File: src/rtl/core/sust_pkg.sv
package sust_pkg;

  localparam int unsigned CAPACITY_DEF = 64;
  localparam int unsigned VALUE_W      = 32;
  localparam int unsigned OPCODE_W     = 2;
  localparam int unsigned COUNT_OUT_W  = 7;

  localparam logic [OPCODE_W-1:0] OP_ADD    = 2'd0;
  localparam logic [OPCODE_W-1:0] OP_REMOVE = 2'd1;
  localparam logic [OPCODE_W-1:0] OP_QUERY  = 2'd2;

  typedef logic signed [VALUE_W-1:0] value_t;

  typedef struct packed {
    logic cmp_en;
    logic ins;
    logic del;
  } cell_cmd_t;

endpackage

File: src/rtl/core/sust_cell.sv
module sust_cell (
  input  logic               clk,
  input  sust_pkg::cell_cmd_t cmd,
  input  sust_pkg::value_t   value,
  input  logic               occ,
  input  sust_pkg::value_t   left_entry,
  input  logic               left_lt,
  input  sust_pkg::value_t   right_entry,
  output sust_pkg::value_t   entry,
  output logic               lt,
  output logic               eq
);
  import sust_pkg::*;

  value_t entry_r;
  value_t entry_nxt;
  logic   lt_r;
  logic   eq_r;

  // compare against the request, then open or close a slot at the boundary
  always_comb begin
    entry_nxt = entry_r;
    if (cmd.ins && !lt_r) begin
      entry_nxt = left_lt ? value : left_entry;
    end else if (cmd.del && !lt_r) begin
      entry_nxt = right_entry;
    end
  end

  always_ff @(posedge clk) begin
    entry_r <= entry_nxt;
    if (cmd.cmp_en) begin
      lt_r <= occ && (entry_r < value);
      eq_r <= occ && (entry_r == value);
    end
  end

  assign entry = entry_r;
  assign lt    = lt_r;
  assign eq    = eq_r;

endmodule

File: config.mk
export PLATFORM = sky130hd
export DESIGN_NAME = sust_cell
export DESIGN_NICKNAME = d
export VERILOG_FILES = /design/src/rtl/core/sust_pkg.sv /design/src/rtl/core/sust_cell.sv
export SDC_FILE = /design/constraint.sdc
export NUM_CORES = 1
export LEC_CHECK = 0
export BUFFER_PORTS_ARGS = -buffer_cell sky130_fd_sc_hd__buf_2
export CAP_MARGIN = 5
export CELL_PAD_IN_SITES_DETAIL_PLACEMENT = 2
export CELL_PAD_IN_SITES_GLOBAL_PLACEMENT = 2
export CORE_MARGIN = 8
export CORE_UTILIZATION = 28
export DETAILED_ROUTE_END_ITERATION = 16
export GPL_TIMING_DRIVEN = 0
export PLACE_DENSITY_LB_ADDON = 0.1
export RECOVER_POWER = 50
export SLEW_MARGIN = 10
export SYNTH_ARGS = -nofsm -noshare
export SYNTH_HDL_FRONTEND = slang
export SYNTH_SLANG_ARGS = --single-unit
File: constraint.sdc
create_clock -name clk -period 5.77 [get_ports clk]
set_clock_uncertainty 0.05 [all_clocks]
set_input_delay 0.577 -clock clk [delete_from_list [all_inputs] [get_ports clk]]
set_output_delay 0.577 -clock clk [all_outputs]
set_load 0.05 [all_outputs]
==> results.py <==
metrics = {
    "sta": {
        "slew_headroom_pct": 16.6,
        "min_period_over_period_pct": 48.4,
        "setup_viol": 0,
        "finalHoldViolations": 0,
        "rsz0062_at_grt": "false",
        "slew_viol_final": 0,
        "tightestPinTransition_ns": 1.25,
        "fmax_mhz": 358,
        "timing.final.ws_setup_ns": 2.98,
        "min_period_ns": 2.79,
        "setup_tns_ns": 0,
        "timing.hold.ws_ns": 0.507,
    },
    "synthesis": {
        "syn_area_sq_um": 2550,
        "synth_cells": 259,
        "yosys.area.top_type_share_pct": 40.0,
        "yosysUniqueCellTypes": 30,
        "synth_top_area_cell": "edfxtp_1",
        "synth_nets": 393,
        "ys_ff_latch": 34,
        "synthTopCellsByArea": "edfxtp_1 (40%), ha_1 (16%), mux2i_1 (13%)",
        "synth_seq_area_share_pct": 40.0,
        "avgSynthCellArea_sq_um": 9.86,
        "synth_warnings": 0,
    },
    "critical_path": {
        "critPathCaptureType": "register",
        "cp_slowest_cell": "clkbuf_1",
        "crit_required_ns": 5.62,
        "cp.buffers_inverters": 1,
        "crit_fanout": 19,
        "ff2ff_setup_slack_ns": 2.98,
        "cpPeakStageDelay_ns": 0.98,
        "worstReg2RegStart": "lt$_DFFE_PP_",
        "rr_worst_depth": 2,
        "arrival_ns": 2.64,
        "r2r_end": "entry[12]$_DFFE_PP_",
        "worstSetupPathType": "reg -> reg",
        "worstPathCellList": "nor2_1 > clkbuf_1",
        "cp-start-kind": "register",
        "path_delay_family": "buffers and inverters",
        "cp.depth": 2,
    },
    "die": {
        "initial_utilization_pct": 28.2,
        "placementRows": 35,
        "die_area_sq_um": 12400,
        "die-height_microns": 112,
        "core_area_sq_um": 9060,
        "pin_count": 136,
        "fp.dieW_microns": 112,
    },
    "global_route": {
        "overflow": 0,
        "antenna_found_initial": 0,
        "grtUsageTotal_pct": 14.5,
        "grt_pass1_wl_microns": 14500,
        "grt_start_max_net_pins": 20,
        "grt_pass1_vias": 2833,
    },
    "clock_tree": {
        "cts_tree": "done",
        "clk_path_buf_depth": 2,
        "clkLatencyLatePin_ns": 0.28,
        "cts_root_buffer": "clkbuf_8",
        "cts_setup_buffers": 0,
        "holdBufCountCts": 0,
        "cts.htree.levels": 2,
        "clk_pin_slew_ns": 0.08,
        "post_cts_resized": 0,
        "cts.sinks": 34,
        "cts_buffers": 5,
    },
    "power_and_ir_drop": {
        "switching_share_pct": 39.1,
        "p_per_area_nw_per_um2": 235,
        "leakage_nw": 1.75,
        "p_total_mw": 0.805,
        "p_seq_share_pct": 40.2,
        "clockPowerShare_pct": 22.0,
        "irDropWorstVdd_v": 0.0000768,
        "switching_power_mw": 0.315,
        "p_int_mw": 0.490,
        "combPwrFrac_pct": 37.8,
    },
    "finish": {
        "final_cell_area_sq_um": 3430,
        "stdcell_count": 513,
        "nets": 535,
        "antenna_cells": 0,
        "syn2layout_area_growth_pct": 34.2,
        "post-route-util_pct": 37.8,
        "final_cell_mix": "buf_2 (121), nand2_1 (39), edfxtp_1 (34), mux2i_1 (33)",
        "final_common_cell": "buf_2",
        "layout-drive-gt1-share_pct": 33.6,
    },
    "flow_run": {
        "maxCapViolCount": 0,
    },
    "routing": {
        "vias_per_cell": 4.77,
        "drt_iter0_markers": 27,
        "wirelength_microns": 9110,
        "firstDrtPassIters": 4,
        "wl_per_cell_microns": 17.8,
        "route.detailed.drc": 0,
        "num_vias": 2449,
        "drtAntennaViolNets": 0,
    },
    "placement": {
        "dp_hpwl_microns": 7730,
        "gp_congestion": 0.691,
        "place.port_buffers": 134,
        "place_ws_ns": 3.31,
        "dpl.cell_count": 505,
        "placed_area_sq_um": 3400,
    },
    "hold_path": {
        "min_path_cells": 1,
        "hold_path_end": "lt$_DFFE_PP_",
        "hp-start": "cmd[2]",
        "min_path_type": "in -> reg",
    },
    "run_status": {
        "outcome": "finished clean",
    },
}
worst max-delay path by stage:
stage / start / end / slack, ns
2_1_floorplan: lt$_DFFE_PP_ / entry[0]$_DFFE_PP_ / 3.24
3_3_place_gp: cmd[1] / entry[18]$_DFFE_PP_ / 2.19
3_5_place_dp: value[15] / lt$_DFFE_PP_ / 3.31
4_1_cts: entry[15]$_DFFE_PP_ / lt$_DFFE_PP_ / 3.60
5_1_grt: lt$_DFFE_PP_ / entry[14]$_DFFE_PP_ / 2.72
6_report: lt$_DFFE_PP_ / entry[12]$_DFFE_PP_ / 2.98
synthesized netlist by cell type:
cell,number
a21o_2,1
inv_1,32
nor2b_1,1
o31ai_1,1
nand2_1,39
mux2i_1,33
or2b_1,1
buf_2,5
nor2_1,4
o21ai_0,24
nand4_2,2
nor4b_2,1
a211oi_1,3
and2b_2,1
nand2b_1,1
ha_1,32
edfxtp_1,34
o21bai_2,1
o211a_1,1
a21boi_0,1
nand4_4,1
and4_1,3
nand3_1,1
o21ai_1,14
a21oi_1,11
nor4_2,1
nand4_1,2
a31oi_1,1
clkbuf_1,6
a21o_1,1
worst reg2reg max path: cells and delay by family, from the launching register on:
family / cells / cell delay [ns]
and+or+nand+nor: 1 / 0.95
buffers and inverters: 1 / 0.98
DFF: 1 / 0.41
state kept, by name (all words and copies together), names as in the netlist:
signal,flops
entry,32
eq,1
lt,1
area by class of cell:
class	instances	area, sq um
buffer	11	47.5
sequential	34	1020
clock buffer	6	72.6
timing repair buffer	135	652
tap	111	139
inverter	32	120
clock inverter	2	8.76
fill	1072	5640
multi-input combinational	182	1370
metal layers:
metal	global-route usage [%]	up-vias	wire length, microns
met5	0	-	0
met4	3.28	0	66
met3	4.65	4	591
met2	26.6	71	4680
met1	15.8	1167	3770
li1	-	1207	-
power by group through the flow:
stage	clock (mW)	combinational (mW)	sequential, mW
2_1_floorplan	0	0.115	0.419
3_3_place_gp	0	0.307	0.329
3_5_place_dp	0	0.320	0.330
4_1_cts	0.188	0.321	0.324
5_1_grt	0.194	0.333	0.328
6_report	0.177	0.304	0.324
cells by family (layout without fill, tap and decap cells):
group                    count (synthesis)  in the layout  synth area share [%]
adder cells (fa/ha/maj)                 32             32                  15.7
multiplexers                            33             33                  12.9
flip-flops                              34             34                  40.0
buffers and inverters                   43            186                  6.57
AO/OA/AOI/OAI                           59             59                  12.8
AND/OR/NAND/NOR                         58             58                  12.1
Note: power is estimated with default switching activity, not from simulation.
